### config.mk
export PLATFORM = sky130hd
export DESIGN_NAME = sample_playback_position_top_flat
export DESIGN_NICKNAME = d
export VERILOG_FILES = /design/src/design/spp_pkg.sv /design/src/design/spp_stream_if.sv /design/src/design/spp_cfg_regs.sv /design/src/design/spp_mod_unit.sv /design/src/design/sample_playback_position_top.sv /design/src/flat_wrapper.sv
export SDC_FILE = /design/constraint.sdc
export NUM_CORES = 1
export LEC_CHECK = 0
export BUFFER_PORTS_ARGS = -buffer_cell sky130_fd_sc_hd__clkbuf_2
export CORE_MARGIN = 4
export CORE_UTILIZATION = 65
export DETAILED_ROUTE_END_ITERATION = 16
export PLACE_DENSITY = 0.8
export SYNTH_ARGS = -nofsm -noshare
export SYNTH_HDL_FRONTEND = slang
export SYNTH_SLANG_ARGS = --single-unit
### constraint.sdc
create_clock -name clk -period 9.55 [get_ports clk]
set_input_delay 2.3875 -clock clk [delete_from_list [all_inputs] [get_ports clk]]
set_output_delay 2.3875 -clock clk [all_outputs]
set_load 0.05 [all_outputs]
### src/design/spp_pkg.sv
// ----------------------------------------------------------------------------
// Sample playback position package
// Payload types, configuration layout and constants shared by the block.
// ----------------------------------------------------------------------------
package spp_pkg;

  localparam int unsigned CFG_IDX_W  = 3;
  localparam int unsigned CFG_DATA_W = 32;
  localparam int unsigned MOD_STEPS  = 34;
  localparam int unsigned MOD_CNT_W  = $clog2(MOD_STEPS);

  localparam logic [CFG_IDX_W-1:0] CFG_MODE         = 3'd0;
  localparam logic [CFG_IDX_W-1:0] CFG_OFFSET       = 3'd1;
  localparam logic [CFG_IDX_W-1:0] CFG_WRAP_BASE    = 3'd2;
  localparam logic [CFG_IDX_W-1:0] CFG_WRAP_LEN     = 3'd3;
  localparam logic [CFG_IDX_W-1:0] CFG_MAX_LENGTH   = 3'd4;
  localparam logic [CFG_IDX_W-1:0] CFG_START_POS    = 3'd5;
  localparam logic [CFG_IDX_W-1:0] CFG_FILE_LENGTH  = 3'd6;
  localparam logic [CFG_IDX_W-1:0] CFG_BLOCK_LENGTH = 3'd7;

  localparam logic [15:0] BLOCK_LENGTH_RST = 16'd64;
  localparam logic [33:0] TIME_MAX         = 34'h3_FFFF_FFFF;

  typedef struct packed {
    logic [31:0] scene_pos;
    logic        play_enable;
    logic        gate_high;
  } in_data_t;

  typedef struct packed {
    logic        audible;
    logic [32:0] read_pos;
  } out_data_t;

  typedef struct packed {
    logic        mode;
    logic [31:0] offset;
    logic [31:0] wrap_base;
    logic [31:0] wrap_len;
    logic [31:0] max_length;
    logic [31:0] start_pos;
    logic [31:0] file_length;
    logic [15:0] block_length;
  } cfg_t;

  localparam cfg_t CFG_RST = '{
    mode:         1'b0,
    offset:       32'd0,
    wrap_base:    32'd0,
    wrap_len:     32'd0,
    max_length:   32'd0,
    start_pos:    32'd0,
    file_length:  32'd0,
    block_length: BLOCK_LENGTH_RST
  };

  typedef struct packed {
    logic busy;
    logic done;
  } mod_stat_t;

endpackage

### src/design/spp_stream_if.sv
// ----------------------------------------------------------------------------
// Sample playback position stream interface
// Valid/ready channel carrying one payload item per transfer.
// ----------------------------------------------------------------------------
interface spp_stream_if #(
  parameter type data_t = logic
) ();

  logic  valid;
  logic  ready;
  data_t data;

  modport source (output valid, output data, input ready);
  modport sink   (input valid, input data, output ready);

endinterface

### src/design/spp_cfg_regs.sv
// ----------------------------------------------------------------------------
// Sample playback position configuration registers
// Write-only register file; flags a file length write to clear play times.
// ----------------------------------------------------------------------------
module spp_cfg_regs (
  input  logic                                clk,
  input  logic                                rst_n,
  input  logic                                cfg_we,
  input  logic [spp_pkg::CFG_IDX_W-1:0]       cfg_index,
  input  logic [spp_pkg::CFG_DATA_W-1:0]      cfg_wdata,
  output spp_pkg::cfg_t                       cfg,
  output logic                                file_wr
);

  spp_pkg::cfg_t cfg_r;
  spp_pkg::cfg_t cfg_nxt;

  always_comb begin
    cfg_nxt = cfg_r;
    if (cfg_we) begin
      case (cfg_index)
        spp_pkg::CFG_MODE:         cfg_nxt.mode         = cfg_wdata[0];
        spp_pkg::CFG_OFFSET:       cfg_nxt.offset       = cfg_wdata;
        spp_pkg::CFG_WRAP_BASE:    cfg_nxt.wrap_base    = cfg_wdata;
        spp_pkg::CFG_WRAP_LEN:     cfg_nxt.wrap_len     = cfg_wdata;
        spp_pkg::CFG_MAX_LENGTH:   cfg_nxt.max_length   = cfg_wdata;
        spp_pkg::CFG_START_POS:    cfg_nxt.start_pos    = cfg_wdata;
        spp_pkg::CFG_FILE_LENGTH:  cfg_nxt.file_length  = cfg_wdata;
        spp_pkg::CFG_BLOCK_LENGTH: cfg_nxt.block_length = cfg_wdata[15:0];
        default:                   cfg_nxt = cfg_r;
      endcase
    end
  end

  always_ff @(posedge clk) begin
    if (!rst_n) begin
      cfg_r <= spp_pkg::CFG_RST;
    end else begin
      cfg_r <= cfg_nxt;
    end
  end

  assign cfg     = cfg_r;
  assign file_wr = cfg_we && (cfg_index == spp_pkg::CFG_FILE_LENGTH);

endmodule

### src/design/spp_mod_unit.sv
// ----------------------------------------------------------------------------
// Sample playback position modulo unit
// Restoring remainder of a 34-bit dividend by a 32-bit divisor, one bit per cycle.
// ----------------------------------------------------------------------------
module spp_mod_unit (
  input  logic                  clk,
  input  logic                  rst_n,
  input  logic                  start,
  input  logic [33:0]           dividend,
  input  logic [31:0]           divisor,
  output spp_pkg::mod_stat_t    stat,
  output logic [31:0]           rem
);

  logic                            busy_r;
  logic                            busy_nxt;
  logic                            done_r;
  logic                            done_nxt;
  logic [spp_pkg::MOD_CNT_W-1:0]   cnt_r;
  logic [spp_pkg::MOD_CNT_W-1:0]   cnt_nxt;
  logic [33:0]                     dvd_r;
  logic [33:0]                     dvd_nxt;
  logic [31:0]                     div_r;
  logic [31:0]                     div_nxt;
  logic [31:0]                     rem_r;
  logic [31:0]                     rem_nxt;
  logic [32:0]                     trial;
  logic [32:0]                     diff;

  assign trial = {rem_r, dvd_r[33]};
  assign diff  = trial - {1'b0, div_r};

  always_comb begin
    busy_nxt = busy_r;
    done_nxt = 1'b0;
    cnt_nxt  = cnt_r;
    dvd_nxt  = dvd_r;
    div_nxt  = div_r;
    rem_nxt  = rem_r;
    if (start) begin
      busy_nxt = 1'b1;
      cnt_nxt  = '0;
      dvd_nxt  = dividend;
      div_nxt  = divisor;
      rem_nxt  = '0;
    end else if (busy_r) begin
      rem_nxt = (trial >= {1'b0, div_r}) ? diff[31:0] : trial[31:0];
      dvd_nxt = {dvd_r[32:0], 1'b0};
      cnt_nxt = cnt_r + 1'b1;
      if (cnt_r == spp_pkg::MOD_CNT_W'(spp_pkg::MOD_STEPS - 1)) begin
        busy_nxt = 1'b0;
        done_nxt = 1'b1;
      end
    end
  end

  always_ff @(posedge clk) begin
    if (!rst_n) begin
      busy_r <= 1'b0;
      done_r <= 1'b0;
      cnt_r  <= '0;
    end else begin
      busy_r <= busy_nxt;
      done_r <= done_nxt;
      cnt_r  <= cnt_nxt;
    end
  end

  always_ff @(posedge clk) begin
    dvd_r <= dvd_nxt;
    div_r <= div_nxt;
    rem_r <= rem_nxt;
  end

  assign stat.busy = busy_r;
  assign stat.done = done_r;
  assign rem       = rem_r;

endmodule

### src/design/sample_playback_position_top.sv
// A silent or killed block gives its result from the evaluate state, an unlooped
// synced one through the sync-loop and window states, a looped one also through
// the modulo state. Free mode gives its result and then advances its play time,
// also running the modulo unit when the position wraps around the loop. A block
// is taken only once the last is done and its result has left. The 34-step
// remainder loop is the longest wait; synchronous reset clears control state.
// ----------------------------------------------------------------------------
// Sample playback position top level
// Sequencer that finds the read position and audibility of each audio block.
// ----------------------------------------------------------------------------
module sample_playback_position_top (
  input  logic                              clk,
  input  logic                              rst_n,
  spp_stream_if.sink                        in_chan,
  spp_stream_if.source                      out_chan,
  input  logic                              cfg_we,
  input  logic [spp_pkg::CFG_IDX_W-1:0]     cfg_index,
  input  logic [spp_pkg::CFG_DATA_W-1:0]    cfg_wdata
);

  localparam logic [2:0] S_IDLE  = 3'd0;
  localparam logic [2:0] S_EVAL  = 3'd1;
  localparam logic [2:0] S_SLOOP = 3'd2;
  localparam logic [2:0] S_MOD   = 3'd3;
  localparam logic [2:0] S_WIN   = 3'd4;
  localparam logic [2:0] S_ADV   = 3'd5;
  localparam logic [2:0] S_FLOOP = 3'd6;

  spp_pkg::cfg_t       cfg;
  logic                file_wr;
  spp_pkg::mod_stat_t  mod_stat;
  logic [31:0]         mod_rem;
  logic                mod_start;
  logic [33:0]         mod_dvd;

  logic [2:0]          state_r;
  logic [2:0]          state_nxt;
  logic                out_valid_r;
  logic                out_valid_nxt;
  spp_pkg::out_data_t  out_data_r;
  spp_pkg::out_data_t  out_data_nxt;
  spp_pkg::in_data_t   item_r;
  spp_pkg::in_data_t   item_nxt;
  logic [34:0]         pos_r;
  logic [34:0]         pos_nxt;
  logic                free_phase_r;
  logic                free_phase_nxt;
  logic [33:0]         free_time_r;
  logic [33:0]         free_time_nxt;
  logic [33:0]         free_elapsed_r;
  logic [33:0]         free_elapsed_nxt;
  logic                gate_prev_r;
  logic                gate_prev_nxt;

  logic                looping;
  logic                gate_edge;
  logic [33:0]         time_eff;
  logic [33:0]         elapsed_eff;
  logic [32:0]         max_plus_blen;
  logic [31:0]         limit;
  logic [32:0]         limit_plus_blen;
  logic                in_window;
  logic [34:0]         time_sum;
  logic [34:0]         elapsed_sum;
  logic [32:0]         wrapped;

  spp_cfg_regs u_cfg (
    .clk       (clk),
    .rst_n     (rst_n),
    .cfg_we    (cfg_we),
    .cfg_index (cfg_index),
    .cfg_wdata (cfg_wdata),
    .cfg       (cfg),
    .file_wr   (file_wr)
  );

  spp_mod_unit u_mod (
    .clk      (clk),
    .rst_n    (rst_n),
    .start    (mod_start),
    .dividend (mod_dvd),
    .divisor  (cfg.wrap_len),
    .stat     (mod_stat),
    .rem      (mod_rem)
  );

  assign looping         = (cfg.wrap_len != '0);
  assign gate_edge       = item_r.gate_high && !gate_prev_r;
  assign time_eff        = gate_edge ? {2'b00, cfg.start_pos} : free_time_r;
  assign elapsed_eff     = gate_edge ? '0 : free_elapsed_r;
  assign max_plus_blen   = {1'b0, cfg.max_length} + {17'd0, cfg.block_length};
  assign limit           = (!cfg.mode && (cfg.max_length != '0) &&
                            (cfg.max_length < cfg.file_length)) ?
                           cfg.max_length : cfg.file_length;
  assign limit_plus_blen = {1'b0, limit} + {17'd0, cfg.block_length};
  assign in_window       = ($signed(pos_r) > $signed({19'd0, cfg.block_length})) &&
                           ($signed(pos_r) < $signed({2'b00, limit_plus_blen}));
  assign time_sum        = {1'b0, free_time_r} + {19'd0, cfg.block_length};
  assign elapsed_sum     = {1'b0, free_elapsed_r} + {19'd0, cfg.block_length};
  assign wrapped         = {1'b0, cfg.wrap_base} + {1'b0, mod_rem};

  always_comb begin
    state_nxt        = state_r;
    out_valid_nxt    = out_valid_r;
    out_data_nxt     = out_data_r;
    item_nxt         = item_r;
    pos_nxt          = pos_r;
    free_phase_nxt   = free_phase_r;
    free_time_nxt    = free_time_r;
    free_elapsed_nxt = free_elapsed_r;
    gate_prev_nxt    = gate_prev_r;
    mod_start        = 1'b0;
    mod_dvd          = pos_r[33:0] - {2'b00, cfg.wrap_base};

    if (out_chan.ready) begin
      out_valid_nxt = 1'b0;
    end

    case (state_r)
      S_IDLE: begin
        if (in_chan.valid && in_chan.ready) begin
          item_nxt  = in_chan.data;
          state_nxt = S_EVAL;
        end
      end
      S_EVAL: begin
        if ((cfg.file_length == '0) || !item_r.play_enable) begin
          out_valid_nxt = 1'b1;
          out_data_nxt  = '0;
          state_nxt     = S_IDLE;
        end else if (!cfg.mode) begin
          pos_nxt   = {3'b000, item_r.scene_pos} + {{3{cfg.offset[31]}}, cfg.offset};
          state_nxt = S_SLOOP;
        end else begin
          free_time_nxt    = time_eff;
          free_elapsed_nxt = elapsed_eff;
          gate_prev_nxt    = item_r.gate_high;
          pos_nxt          = {1'b0, time_eff};
          if ((cfg.max_length != '0) && (elapsed_eff > {1'b0, max_plus_blen})) begin
            out_valid_nxt = 1'b1;
            out_data_nxt  = '0;
            state_nxt     = S_IDLE;
          end else begin
            state_nxt = S_WIN;
          end
        end
      end
      S_SLOOP: begin
        if (looping && !pos_r[34] && (pos_r[33:0] >= {2'b00, cfg.wrap_base})) begin
          mod_start      = 1'b1;
          free_phase_nxt = 1'b0;
          state_nxt      = S_MOD;
        end else begin
          state_nxt = S_WIN;
        end
      end
      S_MOD: begin
        if (mod_stat.done) begin
          if (free_phase_r) begin
            free_time_nxt = {1'b0, wrapped};
            state_nxt     = S_IDLE;
          end else begin
            pos_nxt   = {2'b00, wrapped};
            state_nxt = S_WIN;
          end
        end
      end
      S_WIN: begin
        out_valid_nxt         = 1'b1;
        out_data_nxt.audible  = in_window;
        out_data_nxt.read_pos = in_window ? pos_r[32:0] : '0;
        state_nxt             = cfg.mode ? S_ADV : S_IDLE;
      end
      S_ADV: begin
        free_time_nxt    = time_sum[34] ? spp_pkg::TIME_MAX : time_sum[33:0];
        free_elapsed_nxt = elapsed_sum[34] ? spp_pkg::TIME_MAX : elapsed_sum[33:0];
        state_nxt        = S_FLOOP;
      end
      S_FLOOP: begin
        mod_dvd = free_time_r - {2'b00, cfg.wrap_base};
        if (looping && (free_time_r >= {2'b00, cfg.wrap_base})) begin
          mod_start      = 1'b1;
          free_phase_nxt = 1'b1;
          state_nxt      = S_MOD;
        end else begin
          state_nxt = S_IDLE;
        end
      end
      default: begin
        state_nxt = S_IDLE;
      end
    endcase

    if (file_wr) begin
      free_time_nxt    = '0;
      free_elapsed_nxt = '0;
    end
  end

  always_ff @(posedge clk) begin
    if (!rst_n) begin
      state_r        <= S_IDLE;
      out_valid_r    <= 1'b0;
      free_phase_r   <= 1'b0;
      free_time_r    <= '0;
      free_elapsed_r <= '0;
      gate_prev_r    <= 1'b0;
    end else begin
      state_r        <= state_nxt;
      out_valid_r    <= out_valid_nxt;
      free_phase_r   <= free_phase_nxt;
      free_time_r    <= free_time_nxt;
      free_elapsed_r <= free_elapsed_nxt;
      gate_prev_r    <= gate_prev_nxt;
    end
  end

  always_ff @(posedge clk) begin
    out_data_r <= out_data_nxt;
    item_r     <= item_nxt;
    pos_r      <= pos_nxt;
  end

  assign in_chan.ready  = (state_r == S_IDLE) && !out_valid_r;
  assign out_chan.valid = out_valid_r;
  assign out_chan.data  = out_data_r;

endmodule

### src/flat_wrapper.sv
// flat-port wrapper written by rule: the top's interface ports become plain ports
module sample_playback_position_top_flat 
  (clk, rst_n, cfg_we, cfg_index, cfg_wdata, in_chan_valid, in_chan_data, in_chan_ready, out_chan_valid, out_chan_data, out_chan_ready);
  spp_stream_if in_chan_i ();
  spp_stream_if out_chan_i ();
  input  logic clk;
  input  logic rst_n;
  input  logic cfg_we;
  input  logic [spp_pkg::CFG_IDX_W-1:0] cfg_index;
  input  logic [spp_pkg::CFG_DATA_W-1:0] cfg_wdata;
  input wire logic [$bits(in_chan_i.valid)-1:0] in_chan_valid;
  input wire logic [$bits(in_chan_i.data)-1:0] in_chan_data;
  output wire logic [$bits(in_chan_i.ready)-1:0] in_chan_ready;
  output wire logic [$bits(out_chan_i.valid)-1:0] out_chan_valid;
  output wire logic [$bits(out_chan_i.data)-1:0] out_chan_data;
  input wire logic [$bits(out_chan_i.ready)-1:0] out_chan_ready;
  assign in_chan_i.valid = in_chan_valid;
  assign in_chan_i.data = in_chan_data;
  assign in_chan_ready = in_chan_i.ready;
  assign out_chan_valid = out_chan_i.valid;
  assign out_chan_data = out_chan_i.data;
  assign out_chan_i.ready = out_chan_ready;
  sample_playback_position_top u_core (.clk(clk), .rst_n(rst_n), .in_chan(in_chan_i), .out_chan(out_chan_i), .cfg_we(cfg_we), .cfg_index(cfg_index), .cfg_wdata(cfg_wdata));
endmodule
==> results.cfg <==
[critical_path]
crit_type = reg2reg
reg2reg_slack_ns = 1.94
cp.required_ns = 9.92
worst_path_largest_cell_delay_ns = 0.60
worstReg2RegEnd = u_core.out_chan.data$_DFFE_PP_
slowest_stage = or4_1
cpLargestDelayFamily = compound AO/OA/AOI/OAI gates
critPathBufInv = 1
crit_end = u_core.out_chan.data$_DFFE_PP_
cp-start-kind = flop
path_depth = 30
crit_start = u_core.u_cfg.cfg[43]$_SDFFE_PN0P_
arrival_ns = 7.98
worstPathMaxFanout = 6
reg2regPathDepth = 30
cp-end-kind = flop
r2r_start = u_core.u_cfg.cfg[43]$_SDFFE_PN0P_

[synth]
async_reset_ff_frac = 0
synth_edf_count = 100
synth_seq_cells = 324
ys_seq_area_frac = 0.3137
yosys_warnings = 0
syn_area_um2 = 23870
syn_nets = 3267
synth_cells = 2979
yosysUniqueCellTypes = 90
ys.flop_type = dfxtp_1
syn_avg_cell_area_um2 = 8.012

[grt]
grtUsageTotal = 0.3538
grt_pass1_wl_um = 111800
grt-ovfl-total = 0
grt_max_degree = 100
grt_pass1_vias = 21190
antenna_found_initial = 0

[cts]
ctsResizeCount = 0
cts_hold_buf = 0
clk_latency_ns = 0.57
clk_path_buf_depth = 3
clock-root-buffer = clkbuf_16
clkSlewWorstSetupHoldPaths_ns = 0.06
htreeDepth = 2
postCtsSetupRepairBufs = 0
cts_tree = done
numCtsBuffers = 38
numClockSinks = 324

[timing]
post-route-min-period_ns = 7.607
hold_ws_ns = 0.4555
fin_crit_sh = 0.7966
tns_ns = 0
hold_viol_final = 0
fin_skew_ns = 0.02627
maxSlewHeadroom = 0.1586
max_freq_mhz = 131.5
setup_viol = 0
rsz0062_at_grt = no
worst_pin_slew_ns = 1.262
maxSlewViolCount = 0

[finish]
drive_above_1_share = 0.05733
syn_to_final_growth_pct = 7.418
mostFrequentLayoutCell = nand2_1
mostFrequentLayoutCells = 476 x nand2_1, 363 x a21oi_1, 241 x ha_1
layout.nets = 3259
fin_util = 0.7139
stdcell_area_um2 = 25640
diodes = 0

[placed_design]
io_buffer_count = 42
dpl.hpwl_um = 55620
gp_congestion = 0.9416
dpl_cell_area_um2 = 24380

[floorplan]
rows = 69
coreArea_um2 = 35910
die_y_um = 199.6
die-area_um2 = 39850
pin_count = 44
dieWidth_um = 199.6
start_util = 0.6646

[power]
p_per_area_nw_per_um2 = 152.7
vdd_drop_max_uv = 164.4
cellLeakagePower_nw = 10.37

[route]
vias = 22440
ant_nets = 0
drtIter0Drc = 2219
firstDrtPassIters = 5
wl_per_cell_um = 20.76
drcViolationCount = 0
drt-vias-per-instance = 6.485
drt-total-wl_um = 71840

[flow_run]
cap_violations = 0

[worst_hold_path]
worstHoldPathType = reg2reg

[outcome]
status = completed
## stage by stage
step | instances | total power, W | setup WS [ns]
final | 3461 | 0.003915 | 1.943
after floorplan | 2979 | 0.002209 | 2.902
after global placement | 3392 | 0.002403 | 2.142
after global routing | 3461 | 0.004067 | 1.333
after detailed placement | 3392 | 0.002427 | 2.034
after CTS | 3461 | 0.003901 | 1.996
## sequential cells by signal, indices dropped and copies added (netlist names)
register	flops
u_core.free_phase_r	1
u_core.u_mod.dvd_r	34
u_core.out_chan.valid	1
u_core.u_mod.busy_r	1
u_core.pos_r	33
u_core.free_time_r	34
u_core.u_cfg.cfg	145
u_core.u_mod.div_r	32
u_core.u_mod.rem	32
u_core.state_r	3
u_core.u_mod.cnt_r	6
u_core.out_chan.data	1
u_core.u_mod.done_r	1
## report_power, final
group | leakage [nW] | switching [W] | internal, W
Clock | 0.608 | 0.000625 | 0.000861
Sequential | 2.72 | 0.0000661 | 0.00147
Combinational | 7.04 | 0.000534 | 0.000358
## cell families after synthesis
family          share of synthesized area
flops                              0.3137
simple gates                       0.1907
mux                               0.02322
buf+inv                           0.04901
fa+ha+maj                          0.1314
compound gates                     0.2318
xor+xnor                          0.06018
## worst reg2reg max path: cells and delay by family, from the launching register on
| family | cells | cell delay, ns |
|---|---|---|
| and+or+nand+nor | 7 | 1.17 |
| buffers and inverters | 1 | 0.13 |
| adders and majority gates | 4 | 1.27 |
| muxes | 1 | 0.33 |
| AOI/OAI and AO/OA | 17 | 4.12 |
| DFF | 1 | 0.41 |
## metal layers
layer	track usage	wire (µm)
met5	0	0
met4	0.1691	3695
met3	0.04468	6851
met2	0.5556	31320
met1	0.4863	29980
## cell type report
type,count,area (µm²)
multi-input combinational,2366,15250
clock inverter,19,225.2
tap,461,576.8
inverter,172,648.1
fill,2870,10280
sequential,324,7488
timing repair buffer,69,412.9
clock buffer,50,1037
## how the worst min path moves through the flow
stage / start / endpoint / depth (start not counted)
finish: u_core.u_cfg.cfg[28]$_SDFFE_PN0P_ / u_core.u_cfg.cfg[28]$_SDFFE_PN0P_ / 2
global route: u_core.u_cfg.cfg[116]$_SDFFE_PN0P_ / u_core.u_mod.div_r[4]$_DFFE_PP_ / 0
CTS: u_core.u_cfg.cfg[116]$_SDFFE_PN0P_ / u_core.u_mod.div_r[4]$_DFFE_PP_ / 0
detailed placement: u_core.u_cfg.cfg[116]$_SDFFE_PN0P_ / u_core.u_mod.div_r[4]$_DFFE_PP_ / 0
global placement: u_core.u_cfg.cfg[115]$_SDFFE_PN0P_ / u_core.u_mod.div_r[3]$_DFFE_PP_ / 0
floorplan: u_core.u_cfg.cfg[127]$_SDFFE_PN0P_ / u_core.u_mod.div_r[15]$_DFFE_PP_ / 0
## Yosys cell counts, types with 6 or more instances
library cell / count / area share
nand2_1: 476 / 0.075
o21ai_1: 9 / 0.0019
dfxtp_1: 224 / 0.19
or3_1: 11 / 0.0029
inv_1: 171 / 0.027
fa_1: 6 / 0.0050
a211o_1: 8 / 0.0029
o2111ai_1: 10 / 0.0037
a21boi_0: 7 / 0.0022
clkbuf_1: 89 / 0.014
xor2_1: 66 / 0.024
o21bai_1: 18 / 0.0057
edfxtp_1: 100 / 0.13
mux2i_1: 52 / 0.022
o31ai_1: 8 / 0.0025
and2_1: 19 / 0.0050
nand2b_1: 31 / 0.0081
nor3b_1: 8 / 0.0025
o211ai_1: 21 / 0.0066
a21o_1: 80 / 0.025
and4_1: 15 / 0.0055
o21ai_0: 186 / 0.039
nor3_1: 35 / 0.0073
xnor2_1: 98 / 0.036
ha_1: 241 / 0.13
nand3_1: 55 / 0.012
nor4_1: 34 / 0.0089
and3_1: 15 / 0.0039
a221oi_1: 12 / 0.0044
a31oi_1: 39 / 0.010
nor2_1: 190 / 0.030
nand4_1: 44 / 0.012
a21oi_1: 363 / 0.076
a211oi_1: 31 / 0.0098
o21a_1: 33 / 0.010
nor2b_1: 35 / 0.0092
or2_2: 7 / 0.0018
buf_2: 16 / 0.0034
o22ai_1: 6 / 0.0016
(Power assumes the default switching activity.)
